[config.mk]
export PLATFORM = sky130hd
export DESIGN_NAME = rabin_content_defined_chunker
export DESIGN_NICKNAME = d
export VERILOG_FILES = /design/src/rtl/core/rcdc_pkg.sv /design/src/rtl/core/rcdc_window.sv /design/src/rtl/core/rabin_content_defined_chunker.sv
export SDC_FILE = /design/constraint.sdc
export NUM_CORES = 1
export LEC_CHECK = 0
export BUFFER_PORTS_ARGS = -buffer_cell sky130_fd_sc_hd__buf_4
export CAP_MARGIN = 10
export CORE_MARGIN = 2
export CORE_UTILIZATION = 60
export CTS_CLUSTER_SIZE = 14
export DETAILED_ROUTE_END_ITERATION = 16
export PLACE_DENSITY = 0.77
export SYNTH_ARGS = -nofsm -noshare
export SYNTH_HDL_FRONTEND = slang
export SYNTH_SLANG_ARGS = --single-unit
[constraint.sdc]
create_clock -name i_clk -period 11.6 [get_ports i_clk]
set_input_delay 1.16 -clock i_clk [delete_from_list [all_inputs] [get_ports i_clk]]
set_output_delay 1.16 -clock i_clk [all_outputs]
set_load 0.05 [all_outputs]
[src/rtl/core/rcdc_pkg.sv]
// Shared types, constants and fingerprint table functions for the content-defined chunker.
package rcdc_pkg;

    // Fingerprint arithmetic over GF(2) modulo the fixed 64-bit polynomial.
    localparam int unsigned PRINT_W   = 63;
    localparam logic [63:0] POLY_VALUE = 64'hbfe6b8a5bf378d83;
    localparam logic [63:0] TOP_BIT    = 64'h8000000000000000;

    // Configuration register indexes.
    localparam logic [7:0] REG_MIN_LEN    = 8'd0;
    localparam logic [7:0] REG_MAX_LEN    = 8'd1;
    localparam logic [7:0] REG_MASK_BITS  = 8'd2;
    localparam logic [7:0] REG_BREAK_MARK = 8'd3;

    // Reset values of the configuration registers.
    localparam logic [15:0] RST_MIN_LEN    = 16'd2048;
    localparam logic [15:0] RST_MAX_LEN    = 16'd65535;
    localparam logic [4:0]  RST_MASK_BITS  = 5'd12;
    localparam logic [15:0] RST_BREAK_MARK = 16'h0078;

    // Widest comparison of fingerprint bits against the mark.
    localparam logic [4:0] MASK_BITS_MAX = 5'd16;

    // Break causes.
    localparam logic [1:0] CAUSE_CONTENT = 2'd0;
    localparam logic [1:0] CAUSE_MAX_LEN = 2'd1;
    localparam logic [1:0] CAUSE_END_BUF = 2'd2;

    // Read, write and clear controls of the window store.
    typedef struct packed {
        logic rd_en;
        logic wr_en;
        logic clear;
    } t_win_ctrl;

    // Carry-less product of x and y reduced modulo the polynomial.
    function automatic logic [63:0] gf_mulmod(input logic [63:0] x, input logic [63:0] y);
        logic [63:0] r;
        r = '0;
        for (int b = 63; b >= 0; b--) begin
            r = r << 1;
            if (r[63]) begin
                r = r ^ POLY_VALUE;
            end
            if (x[b]) begin
                r = r ^ y;
            end
        end
        return r;
    endfunction

    // Contribution of one bit of the departing top byte to the modular shift.
    function automatic logic [PRINT_W-1:0] append_entry(input int unsigned k);
        logic [63:0] r;
        r = gf_mulmod(64'd1 << k, POLY_VALUE ^ TOP_BIT);
        return r[PRINT_W-1:0];
    endfunction

    localparam logic [PRINT_W-1:0] APPEND_BASIS [8] = '{
        append_entry(0), append_entry(1), append_entry(2), append_entry(3),
        append_entry(4), append_entry(5), append_entry(6), append_entry(7)
    };

    // The append table is linear in its index, so it reduces to an XOR network.
    function automatic logic [PRINT_W-1:0] append_xor(input logic [7:0] idx);
        logic [PRINT_W-1:0] acc;
        acc = '0;
        for (int k = 0; k < 8; k++) begin
            if (idx[k]) begin
                acc = acc ^ APPEND_BASIS[k];
            end
        end
        return acc;
    endfunction

    // Shift one byte into the fingerprint and reduce.
    function automatic logic [PRINT_W-1:0] shift_in(input logic [PRINT_W-1:0] p,
                                                    input logic [7:0] m);
        return {p[PRINT_W-9:0], m} ^ append_xor(p[PRINT_W-1:PRINT_W-8]);
    endfunction

    // Contribution of one bit of the byte leaving a window of w bytes.
    function automatic logic [PRINT_W-1:0] remove_entry(input int unsigned w,
                                                        input int unsigned k);
        logic [PRINT_W-1:0] s;
        logic [63:0]        r;
        s = {{(PRINT_W-1){1'b0}}, 1'b1};
        for (int unsigned j = 1; j < w; j++) begin
            s = shift_in(s, 8'd0);
        end
        r = gf_mulmod(64'd1 << k, {1'b0, s});
        return r[PRINT_W-1:0];
    endfunction

endpackage

[src/rtl/core/rcdc_window.sv]
// Sliding window store: synchronous byte memory with per-entry valid bits.
module rcdc_window #(
    parameter int WINDOW_BYTES = 48
) (
    input  logic                            i_clk,
    input  logic                            i_rst_n,
    input  rcdc_pkg::t_win_ctrl             i_ctrl,
    input  logic [$clog2(WINDOW_BYTES)-1:0] i_addr,
    input  logic [7:0]                      i_wr_data,
    output logic [7:0]                      o_old_byte
);
    import rcdc_pkg::*;

    localparam int AW = $clog2(WINDOW_BYTES);

    logic [7:0]              r_mem [WINDOW_BYTES];
    logic [7:0]              r_rd_data;
    logic [AW-1:0]           r_addr;
    logic [WINDOW_BYTES-1:0] r_valid;

    // The slot read for an item is the slot that item later writes; the read address is held for the write.
    always_ff @(posedge i_clk) begin
        if (i_ctrl.wr_en) begin
            r_mem[r_addr] <= i_wr_data;
        end
        if (i_ctrl.rd_en) begin
            r_rd_data <= r_mem[i_addr];
        end
    end

    always_ff @(posedge i_clk) begin
        if (i_ctrl.rd_en) begin
            r_addr <= i_addr;
        end
    end

    // A cleared window reads as zero until each slot is written again.
    always_ff @(posedge i_clk) begin
        if (!i_rst_n || i_ctrl.clear) begin
            r_valid <= '0;
        end else if (i_ctrl.wr_en) begin
            r_valid[r_addr] <= 1'b1;
        end
    end

    assign o_old_byte = r_valid[r_addr] ? r_rd_data : 8'd0;

endmodule

[src/rtl/core/rabin_content_defined_chunker.sv]
// Content-defined chunker: rolling Rabin fingerprint over a byte window, break detection.
// A break passes the update stage and then the output register before it is offered
// on the master side, and a stalling sink can hold it in either.
// Throughput: one byte per cycle, set by the fingerprint feedback register and the
// window memory's single read and write port; the sink stalling holds the pipeline.
// Reset: synchronous, active low; clears the window valid bits, the fingerprint, the
// counters and the configuration registers to their defaults, with no clearing pass.
module rabin_content_defined_chunker #(
    parameter int WINDOW_BYTES = 48
) (
    input  logic        i_clk,
    input  logic        i_rst_n,
    // Byte stream in.
    input  logic        i_s_tvalid,
    output logic        o_s_tready,
    input  logic [7:0]  i_s_tdata,   // [7:0] data_byte
    input  logic        i_s_tlast,   // end_of_buffer
    // Break records out.
    output logic        o_m_tvalid,
    input  logic        i_m_tready,
    output logic [47:0] o_m_tdata,   // [31:0] break_position, [47:32] chunk_length
    output logic [1:0]  o_m_tuser,   // [1:0] break_cause
    output logic        o_m_tlast,   // last_of_buffer
    // Configuration writes.
    input  logic        i_cfg_valid,
    output logic        o_cfg_ready,
    input  logic [7:0]  i_cfg_index,
    input  logic [15:0] i_cfg_data
);
    import rcdc_pkg::*;

    localparam int AW = $clog2(WINDOW_BYTES);
    localparam logic [AW-1:0] LAST_SLOT = AW'(WINDOW_BYTES - 1);

    // Removal of the departing byte is linear in that byte, so the table becomes
    // eight constant words selected by its bits and folded by XOR.
    localparam logic [PRINT_W-1:0] REMOVE_BASIS [8] = '{
        remove_entry(WINDOW_BYTES, 0), remove_entry(WINDOW_BYTES, 1),
        remove_entry(WINDOW_BYTES, 2), remove_entry(WINDOW_BYTES, 3),
        remove_entry(WINDOW_BYTES, 4), remove_entry(WINDOW_BYTES, 5),
        remove_entry(WINDOW_BYTES, 6), remove_entry(WINDOW_BYTES, 7)
    };

    // Configuration registers.
    logic [15:0] r_min_len;
    logic [15:0] r_max_len;
    logic [4:0]  r_mask_bits;
    logic [15:0] r_break_mark;

    // Front stage: next window slot, issued to the memory read on acceptance.
    logic [AW-1:0] r_ptr;
    logic [AW-1:0] n_ptr;

    // Update stage: the accepted byte waits here while its old window byte is read.
    logic          r_s1_valid;
    logic [7:0]    r_s1_byte;
    logic          r_s1_last;

    // Running state of the chunk being built.
    logic [PRINT_W-1:0] r_print;
    logic [15:0]        r_cur_len;
    logic [31:0]        r_offset;

    // Output register.
    logic        r_out_valid;
    logic [31:0] r_out_pos;
    logic [15:0] r_out_len;
    logic [1:0]  r_out_cause;
    logic        r_out_last;

    logic               s_in_accept;
    logic               s_advance;
    t_win_ctrl          s_win_ctrl;
    logic [7:0]         s_old_byte;
    logic [PRINT_W-1:0] s_remove;
    logic [PRINT_W-1:0] n_print;
    logic [15:0]        s_len;
    logic [4:0]         s_mask_w;
    logic [15:0]        s_mask;
    logic               s_match;
    logic               s_max_hit;
    logic               s_break;
    logic [1:0]         s_cause;

    // Configuration writes are always taken; indexes beyond the list are ignored.
    assign o_cfg_ready = 1'b1;

    always_ff @(posedge i_clk) begin
        if (!i_rst_n) begin
            r_min_len    <= RST_MIN_LEN;
            r_max_len    <= RST_MAX_LEN;
            r_mask_bits  <= RST_MASK_BITS;
            r_break_mark <= RST_BREAK_MARK;
        end else if (i_cfg_valid) begin
            unique case (i_cfg_index)
                REG_MIN_LEN:    r_min_len    <= i_cfg_data;
                REG_MAX_LEN:    r_max_len    <= i_cfg_data;
                REG_MASK_BITS:  r_mask_bits  <= i_cfg_data[4:0];
                REG_BREAK_MARK: r_break_mark <= i_cfg_data;
                default: ;
            endcase
        end
    end

    // The update stage moves on when the output register is free or being emptied,
    // and a new byte enters whenever the update stage is empty or moving on.
    assign s_advance   = r_s1_valid && (!r_out_valid || i_m_tready);
    assign o_s_tready  = !r_s1_valid || s_advance;
    assign s_in_accept = i_s_tvalid && o_s_tready;

    // The window pointer runs ahead of the fingerprint; the end of a buffer is known
    // on acceptance, so the pointer restarts at slot zero without waiting.
    always_comb begin
        if (i_s_tlast) begin
            n_ptr = '0;
        end else if (r_ptr == LAST_SLOT) begin
            n_ptr = '0;
        end else begin
            n_ptr = r_ptr + AW'(1);
        end
    end

    always_ff @(posedge i_clk) begin
        if (!i_rst_n) begin
            r_ptr <= '0;
        end else if (s_in_accept) begin
            r_ptr <= n_ptr;
        end
    end

    always_ff @(posedge i_clk) begin
        if (!i_rst_n) begin
            r_s1_valid <= 1'b0;
        end else if (o_s_tready) begin
            r_s1_valid <= i_s_tvalid;
        end
    end

    always_ff @(posedge i_clk) begin
        if (s_in_accept) begin
            r_s1_byte <= i_s_tdata;
            r_s1_last <= i_s_tlast;
        end
    end

    // A break clears the whole window, the new byte included, so it is not written.
    assign s_win_ctrl.rd_en = s_in_accept;
    assign s_win_ctrl.wr_en = s_advance && !s_break;
    assign s_win_ctrl.clear = s_advance && s_break;

    rcdc_window #(
        .WINDOW_BYTES(WINDOW_BYTES)
    ) u_window (
        .i_clk      (i_clk),
        .i_rst_n    (i_rst_n),
        .i_ctrl     (s_win_ctrl),
        .i_addr     (r_ptr),
        .i_wr_data  (r_s1_byte),
        .o_old_byte (s_old_byte)
    );

    // Fingerprint update: remove the departing byte, then shift the new one in.
    always_comb begin
        s_remove = '0;
        for (int k = 0; k < 8; k++) begin
            if (s_old_byte[k]) begin
                s_remove = s_remove ^ REMOVE_BASIS[k];
            end
        end
        n_print = shift_in(r_print ^ s_remove, r_s1_byte);
    end

    // Mask widths above sixteen compare sixteen bits; the mark itself is not masked,
    // so a mark with bits above the mask never matches.
    assign s_mask_w = (r_mask_bits > MASK_BITS_MAX) ? MASK_BITS_MAX : r_mask_bits;

    always_comb begin
        for (int i = 0; i < 16; i++) begin
            s_mask[i] = (5'(i) < s_mask_w);
        end
    end

    assign s_len     = r_cur_len + 16'd1;
    assign s_match   = ((n_print[15:0] & s_mask) == r_break_mark) && (s_len >= r_min_len);
    assign s_max_hit = s_len >= r_max_len;
    assign s_break   = s_match || s_max_hit || r_s1_last;

    always_comb begin
        priority if (s_match) begin
            s_cause = CAUSE_CONTENT;
        end else if (s_max_hit) begin
            s_cause = CAUSE_MAX_LEN;
        end else begin
            s_cause = CAUSE_END_BUF;
        end
    end

    // After any break the fingerprint and the length restart; at the end of a
    // buffer the offset restarts as well.
    always_ff @(posedge i_clk) begin
        if (!i_rst_n) begin
            r_print   <= '0;
            r_cur_len <= '0;
            r_offset  <= '0;
        end else if (s_advance) begin
            r_print   <= s_break ? '0 : n_print;
            r_cur_len <= s_break ? 16'd0 : s_len;
            r_offset  <= r_s1_last ? 32'd0 : r_offset + 32'd1;
        end
    end

    always_ff @(posedge i_clk) begin
        if (!i_rst_n) begin
            r_out_valid <= 1'b0;
        end else if (s_advance) begin
            r_out_valid <= s_break;
        end else if (i_m_tready) begin
            r_out_valid <= 1'b0;
        end
    end

    always_ff @(posedge i_clk) begin
        if (s_advance && s_break) begin
            r_out_pos   <= r_offset;
            r_out_len   <= s_len;
            r_out_cause <= s_cause;
            r_out_last  <= r_s1_last;
        end
    end

    assign o_m_tvalid = r_out_valid;
    assign o_m_tdata  = {r_out_len, r_out_pos};
    assign o_m_tuser  = r_out_cause;
    assign o_m_tlast  = r_out_last;

endmodule

==> metrics.md, run 1 <==
| Metric | Value |
|---|---|
| Critical path's top delay family | `compound AO/OA/AOI/OAI gates` |
| N_diodes | `0` |
| Core ar. | `between 50000 and 60000 sq um` |
| Hpwl dp | `51.55 mm` |
| TritonCTS clock tree | `done` |
| IO buf count | `90` |
| Max clock buf depth | `3` |
| CTS buffer count | `70` |
| Final Power | `5548 uW` |
| Total negative slack | `0 ns` |
| Area Growth Syn to Fin | `11.45%` |
| WHS Endpoint | `r_print[1]` |
| Critical path buffer and inverter count | `2` |
| CP Data Arrival Time | `6.45 ns` |
| Die Span Y | `234.5 microns` |
| Non-Filler Instances | `3194` |
| Avg Cell Area, Syn | `13.27 sq um` |
| CTS HTree Levels | `3` |
| Worst Max-Slew Pin Slew | `1.248 ns` |
| Worst EP required | `11.82 ns` |
| Postcts setup bufs | `0` |
| Pin count of the biggest net entering global routing | `85` |
| Hold Path Origin | `r_print[1]` |
| FMAX | `160.3 MHz` |
| Endpoint class of the critical path | `flop` |
| Initial antenna violation count | `0` |
| Layout cells sized above 1 | `0.1736` |
| Vias per cell | `about 6.4` |
| CP peak stage delay | `around 0.85 ns` |
| Yosys reg bits | `678` |
| CP dominant cell by count | `nand3_1` |
| Cts repair resizes | `0` |
| Worst Clk Skew | `0.03004 ns` |
| Yosys cell types | `89` |
| Number of cell rows | `84` |
| Status | `completed` |
| Routability congestion estimate | `0.9536` |
| Routed wire per std cell | `25.34 microns` |
| Most used DFF post-synth | `edfxtp_1` |
| Hold Path Stages | `2` |
| Critical register-to-register path startpoint | `r_cur_len[0]` |
| Pins Over Slew Limit | `0` |
| # IOs | `92` |
| DRC Markers | `0` |
| Vias in the first global route | `20470` |
| CP max stage cell | `buf_4` |
| Clock slew at reported path FFs | `0.06 ns` |
| Overflow after GRT | `0` |
| Max FO, Critical Path | `84` |
| Final setup violation count | `0` |
| Final Cycle Share | `0.5377` |
| Max cap viols | `0` |
| CP Class | `flop to flop` |
| Nets@finish | `2521` |
| Hold Path Class | `flop to flop` |
| Clk root buf | `clkbuf_16` |
| Synth Net Count | `approximately 2500` |
| Crit path time final | `6.237 ns` |
| RR Endpoint | `r_out_pos[10]` |
| P_leak | `0.01224 uW` |
| TritonRoute pass-1 iters | `5` |
| R2r setup slk | `5.36 ns` |
| Synth warn | `0` |
| Sequential fraction of the synthesis area | `0.5698` |
| Clock sinks | `678` |
| DR vias | `around 20000` |
| Reg2reg path depth | `16` |
| Iteration-0 DRC Markers | `between 2000 and 2500` |
| Max VDD drop | `around 150 uV` |
| Mapped Area | `approximately 32000 sq um` |
| Final Hold Fails | `0` |
| Die W | `~230 microns` |
| Slew HR | `0.1517` |
| Post-CTS Hold Fix Bufs | `0` |
| Initial core utilization | `0.6064` |
| Fill cells | `3645` |
| PwrDens | `156.2 nW/um^2` |
| ANT nets after route | `0` |
| EDFF count, synth | `458` |
| First-pass GRT wire length | `123.8 mm` |
| Clk_lat worst skew | `~0.63 ns` |
| Syn Inst Count | `between 2000 and 2500` |
| Ys async rst share | `0` |
| Worst path cell trace | `nand3_1, nor2_1, nand3_1, nor2_1, nand3_1, or2_2, inv_1, nand3_1, xnor2_1, ha_1, o2111ai_1, o41ai_1, o2111ai_1, o41a_2, a21oi_4, buf_4` |
| Worst setup SP type | `flop` |
| Cells after DPL | `3061` |
| All-layer global routing usage | `0.3013` |
| Full die area | `between 50000 and 60000 sq um` |
| RSZ-0062 raised after global routing | `no` |
| Final WL | `a little over 80 mm` |
-- logic make-up (layout without fill, tap and decap cells) --
logic type      count (synthesis)  after routing  synth area share
fa+ha+maj                      35             35           0.01374
flops                         678            678            0.5698
compound gates                300            300           0.07370
other cells                     1              1         0.0001177
xor+xnor                      344            344            0.1076
buf+inv                       270            374           0.03577
mux                           193            193            0.1104
simple gates                  581            581           0.08889
-- registers in the layout, summed over array words and instances, names as in the netlist, 32 cells and up --
signal	flops
r_out_pos	32
u_window.r_mem	384
r_offset	32
u_window.r_valid	48
r_print	63
-- worst min-delay path: stages, from the launching register on --
cell	delay, ns
dfxtp_1	0.31
nand2_1	0.05
a21oi_1	0.05
-- placed cells by master, fill, tap and decap left out, types with 14 or more instances in the layout --
cell type | netlist | final
o41ai_1 | 15 | 15
or4_1 | 22 | 22
o211ai_1 | 28 | 28
o21ai_0 | 28 | 27
o41a_1 | 19 | 18
a21oi_1 | 49 | 49
nand3_1 | 38 | 38
xnor3_1 | 19 | 19
a32o_1 | 18 | 18
clkbuf_16 | 0 | 75
inv_1 | 111 | 110
nand4_1 | 30 | 30
nor3_1 | 22 | 22
nor2_1 | 178 | 177
ha_1 | 35 | 35
mux2i_1 | 62 | 62
edfxtp_1 | 458 | 458
clkbuf_1 | 94 | 14
mux4_2 | 126 | 126
xor2_1 | 98 | 98
and2_1 | 38 | 38
dfxtp_1 | 220 | 217
buf_4 | 13 | 131
nor4_2 | 1 | 14
nand2_1 | 148 | 147
a21o_1 | 14 | 14
a211oi_1 | 44 | 44
xnor2_1 | 212 | 212
and3_1 | 16 | 16
-- area by class of cell --
cell class              instances  area (sq um)  area share
flip-flops and latches        678         18170      0.5115
multi-input cells            1454         12700      0.3576
clock buffers                  96          2026     0.05704
repair buffers                133          1018     0.02868
well taps                     688         860.8     0.02424
inverters                     111         417.9     0.01177
clock inverters                34         326.6    0.009195
-- through the flow --
stage	utilization	setup slack [ns]	area (sq um)	hold WS, ns
final	0.6758	5.363	35520	0.4539
after global routing	0.6758	5.088	35520	0.4767
after CTS	0.6750	5.160	35470	0.4562
after detailed placement	0.6303	5.202	33120	0.4338
after global placement	0.6303	5.454	33120	0.4265
after floorplan	-	6.666	31870	0.4064
-- worst max path at each step --
stage	from	end	slack (ns)	cells past startpoint
2_1_floorplan	r_cur_len[0]	u_window.r_valid[4]	6.67	20
3_3_place_gp	u_window.r_addr[0]	r_out_pos[6]	5.45	11
3_5_place_dp	u_window.r_addr[0]	r_out_pos[8]	5.20	11
4_1_cts	u_window.r_addr[0]	r_out_pos[6]	5.16	11
5_1_grt	r_cur_len[0]	r_out_pos[9]	5.09	16
6_report	r_cur_len[0]	r_out_pos[10]	5.36	16
-- synthesized netlist by cell type (all sizes together) (7+ instances only) --
master,number,share of area
nand2b,10,0.0020
nand2,149,0.018
o41ai,16,0.0046
mux2i,63,0.020
edfxtp,458,0.43
o221a,16,0.0057
and2,40,0.0079
a211oi,45,0.011
nand4,30,0.0059
nor3,22,0.0035
mux4,126,0.089
clkbuf,94,0.011
o41a,19,0.0067
o211ai,28,0.0066
buf,65,0.012
nand3,38,0.0060
a21o,14,0.0033
inv,111,0.013
nor4,22,0.0045
dfxtp,220,0.14
and3,16,0.0031
or3,11,0.0022
ha,35,0.014
nor2,179,0.021
xnor2,219,0.062
o21ai,29,0.0046
or2,7,0.0014
xor2,102,0.029
a21oi,53,0.0088
nor2b,10,0.0020
xnor3,20,0.014
a32o,18,0.0057
or4,22,0.0052
a32oi,8,0.0022
-- where the power goes --
group / switching [uW] / internal, uW / leakage [uW]
Combinational: 370 / 246 / 0.00520
Sequential: 35.1 / 2600 / 0.00588
Clock: 968 / 1330 / 0.00116
Total: 1370 / 4170 / 0.0122
-- metal layers --
layer	global-route usage	vias up	wire, microns
li1	-	9011	-
met1	0.4131	10260	33160
met4	0.1242	0	3268
met5	0	-	0
met3	0.04772	217	5698
met2	0.4843	945	38810
(Power assumes the default switching activity.)
==> run 2, diff against run 1 <==
--- a/config.mk
+++ b/config.mk
@@ -5,10 +5,11 @@
 export SDC_FILE = /design/constraint.sdc
 export NUM_CORES = 1
 export LEC_CHECK = 0
+export ABC_AREA = 1
 export BUFFER_PORTS_ARGS = -buffer_cell sky130_fd_sc_hd__buf_4
 export CAP_MARGIN = 10
 export CORE_MARGIN = 2
-export CORE_UTILIZATION = 60
+export CORE_UTILIZATION = 57
 export CTS_CLUSTER_SIZE = 14
 export DETAILED_ROUTE_END_ITERATION = 16
 export PLACE_DENSITY = 0.77
==> constraint.sdc (replaced) <==
create_clock -name i_clk -period 5.7 [get_ports i_clk]
set_input_delay 0.57 -clock i_clk [delete_from_list [all_inputs] [get_ports i_clk]]
set_output_delay 0.57 -clock i_clk [all_outputs]
set_load 0.05 [all_outputs]
==> metrics.md, run 2 <==
| Metric | Value |
|---|---|
| DRC Markers | `0 (unchanged)` |
| Core ar. | `54770 sq um (was 52550 sq um)` |
| ANT nets after route | `0 (unchanged)` |
| Avg Cell Area, Syn | `9.309 sq um (was 13.27 sq um)` |
| CP Class | `flop to flop (unchanged)` |
| Final Cycle Share | `0.9514 (was 0.5377)` |
| Clk_lat worst skew | `0.63 ns (about the same)` |
| Cells after DPL | `4127 (was 3061)` |
| Worst Slack Setup Final | `0.2772 ns (was 5.363 ns)` |
| Synth top area share | `0.4375 (was 0.4316)` |
| RSZ-0062 raised after global routing | `yes (was no)` |
| Final Hold Fails | `0 (unchanged)` |
| Synth warn | `0 (unchanged)` |
| Slew HR | `0.3386 (was 0.1517)` |
| IO buf count | `90 (unchanged)` |
| Vias in the first global route | `22900 (was 20470)` |
| # IOs | `92 (unchanged)` |
| Commonest non-fill, non-tap cell in the layout | `nand2_1 (was edfxtp_1)` |
| Hold WS | `0.1188 ns (was 0.4539 ns)` |
| Largest cells by area after synthesis | `edfxtp_1 (44%), dfxtp_1 (14%), nand2_1 (7.0%), nor2_1 (6.4%), o21ai_0 (5.0%) (was edfxtp_1 (43%), dfxtp_1 (14%), mux4_2 (8.9%), xnor2_1 (5.8%), xor2_1 (2.7%))` |
| CP peak stage delay | `0.85 ns (about the same)` |
| Syn Inst Count | `3377 (was 2402)` |
| Worst setup SP type | `flop (unchanged)` |
| N_diodes | `0 (unchanged)` |
| Non-Filler Instances | `4257 (was 3194)` |
| Final Power | `12490 uW (was 5548 uW)` |
| Total negative slack | `0 ns (unchanged)` |
| CP max stage cell | `nor2_1 (was buf_4)` |
| Max FO, Critical Path | `25 (was 84)` |
| Dpl ws | `0.4677 ns (was 5.202 ns)` |
| Pin count of the biggest net entering global routing | `123 (was 85)` |
| Number of cell rows | `86 (was 84)` |
| Layout cells sized above 1 | `0.1053 (was 0.1736)` |
| EDFF count, synth | `458 (unchanged)` |
| Synth Net Count | `3450 (was 2475)` |
| Critical path's top delay family | `simple AND/OR/NAND/NOR gates (was compound AO/OA/AOI/OAI gates)` |
| Max reg flops | `384 (unchanged)` |
| CP Data Arrival Time | `5.66 ns (was 6.45 ns)` |
| Largest Register | `u_window.r_mem (unchanged)` |
| Most used DFF post-synth | `edfxtp_1 (unchanged)` |
| Worst Clk Skew | `0.02323 ns (was 0.03004 ns)` |
| Endpoint class of the critical path | `flop (unchanged)` |
| Max VDD drop | `318.0 uV (was 146.4 uV)` |
| Ys async rst share | `0 (unchanged)` |
| Critical path buffer and inverter count | `1 (was 2)` |
| Nets@finish | `3570 (was 2521)` |
| Biggest regs | `u_window.r_mem: 384 flops, r_print: 63 flops, u_window.r_valid: 48 flops (unchanged)` |
| Initial antenna violation count | `0 (unchanged)` |
| Crit path time final | `5.423 ns (was 6.237 ns)` |
| P_leak | `0.01367 uW (was 0.01224 uW)` |
| CTS buffer count | `70 (unchanged)` |
| Clock slew at reported path FFs | `0.06 ns (about the same)` |
| Pins Over Slew Limit | `0 (unchanged)` |
| Status | `completed (unchanged)` |
| FMAX | `184.4 MHz (was 160.3 MHz)` |
| Commonest non-fill, non-tap cells in the layout | `nand2_1 (586), nor2_1 (532), edfxtp_1 (458) (was edfxtp_1 (458), dfxtp_1 (217), xnor2_1 (212))` |
| Max cap viols | `0 (unchanged)` |
| PwrDens | `352.0 nW/um^2 (was 156.2 nW/um^2)` |
| Routed wire per std cell | `19.41 microns (was 25.34 microns)` |
| TritonCTS clock tree | `done (unchanged)` |
| Area Growth Syn to Fin | `12.86% (was 11.45%)` |
| Most frequent cell after synthesis | `nand2_1 (was edfxtp_1)` |
| Yosys reg bits | `678 (unchanged)` |
| Clk root buf | `clkbuf_16 (unchanged)` |
| Initial core utilization | `0.5739 (was 0.6064)` |
| Clock sinks | `678 (unchanged)` |
| Max clock buf depth | `3 (unchanged)` |
| Iteration-0 DRC Markers | `2810 (was 2360)` |
| Post-synth top area cell | `edfxtp_1 (unchanged)` |
| Overflow after GRT | `0 (unchanged)` |
| Worst EP required | `5.93 ns (was 11.82 ns)` |
| Hpwl dp | `53.20 mm (was 51.55 mm)` |
| CTS HTree Levels | `3 (unchanged)` |
| Vias per cell | `5.786 (was 6.399)` |
| Die W | `238.8 microns (was 234.5 microns)` |
| Synth top cells by count | `nand2_1 (589), nor2_1 (533), edfxtp_1 (458) (was edfxtp_1 (458), dfxtp_1 (220), xnor2_1 (212))` |
| TritonRoute pass-1 iters | `8 (was 5)` |
| Full die area | `57040 sq um (was 54970 sq um)` |
| DR vias | `24630 (was 20440)` |
| Die Span Y | `238.8 microns (was 234.5 microns)` |
| Yosys cell types | `51 (was 89)` |
| Hold Path Class | `input port to flop (was flop to flop)` |
| First-pass GRT wire length | `127.3 mm (was 123.8 mm)` |
| CP dominant cell by count | `nand2_1 (was nand3_1)` |
| Final setup violation count | `0 (unchanged)` |
| Mapped Area | `31440 sq um (was 31870 sq um)` |
| Post-CTS Hold Fix Bufs | `0 (unchanged)` |
| Worst Max-Slew Pin Slew | `0.9922 ns (was 1.248 ns)` |
| Sequential fraction of the synthesis area | `0.5776 (was 0.5698)` |
| Routability congestion estimate | `0.9726 (was 0.9536)` |
| Final WL | `82.62 mm (was 80.93 mm)` |
| All-layer global routing usage | `0.2887 (was 0.3013)` |
[run 2: cell count changes after synthesis, sizes merged, moves of 27 or more]
cell    previous run  this run
xor2             102       173
buf               65        38
nand2            149       620
mux2i             63         0
and2              40         1
o21ai             29       328
a211oi            45         2
nand3             38       165
a21oi             53       145
mux4             126         0
nor2             179       535
xnor2            219        38
inv              111       275
o22ai              4        93
[run 2: final timing paths]
path,startpoint,end,slack (ns),cells past startpoint
min,i_s_tdata[4],r_s1_byte[4],0.12,1
max,u_window.r_addr[0],u_window.r_mem[42][3],0.28,29
max reg2reg,u_window.r_addr[0],u_window.r_mem[42][3],0.28,29
min reg2reg,r_offset[8],r_out_pos[8],0.44,0
[run 2: final cells by class]
cell class                      count  area (sq um)
Clock inverter                     44         425.4
Multi-Input combinational cell   2266         11560
Inverter                          279          1052
Tap cell                          704         880.8
Sequential cell                   678         18160
Clock buffer                       84          1804
Fill cell                        4284         19290
Timing Repair Buffer              202          1593
[run 2: timing repair]
action / 4_1_cts / 5_1_grt
endpoints found under the setup margin: 0 / 314
gates resized for setup: 0 / 10
buffers inserted: 0 / 2
[run 2: power breakdown]
part           leakage [uW]  total (uW)  internal, uW  switching (uW)
combinational       0.00660        2600           862            1740
clock               0.00109        4490          2520            1960
sequential          0.00598        5410          5330            75.0
total                0.0137       12500          8720            3770
[run 2: kinds of logic (layout without fill, tap and decap cells)]
family          count (synthesis)  in the layout  share of synthesized area
simple gates                 1374           1374                     0.1793
buf+inv                       433            609                    0.05560
xor+xnor                      212            212                    0.06034
other cells                     1              1                  0.0001193
compound gates                644            644                     0.1131
flops                         678            678                     0.5776
fa+ha+maj                      35             35                    0.01393
[run 2: layer usage]
layer / up-vias / global-route usage / wire length [microns]
met2: 1153 / 0.4663 / 39180
met4: 0 / 0.1383 / 3485
met5: - / 0 / 0
met3: 222 / 0.04388 / 6713
met1: 11650 / 0.3843 / 33250
li1: 11610 / - / -
[run 2: per-stage QoR]
| stage | cell area (sq um) | util |
|---|---|---|
| 4_1_cts | 35420 | 0.6467 |
| 2_1_floorplan | 31440 | - |
| 5_1_grt | 35480 | 0.6478 |
| 6_report | 35480 | 0.6478 |
| 3_3_place_gp | 33190 | 0.6060 |
| 3_5_place_dp | 33190 | 0.6060 |
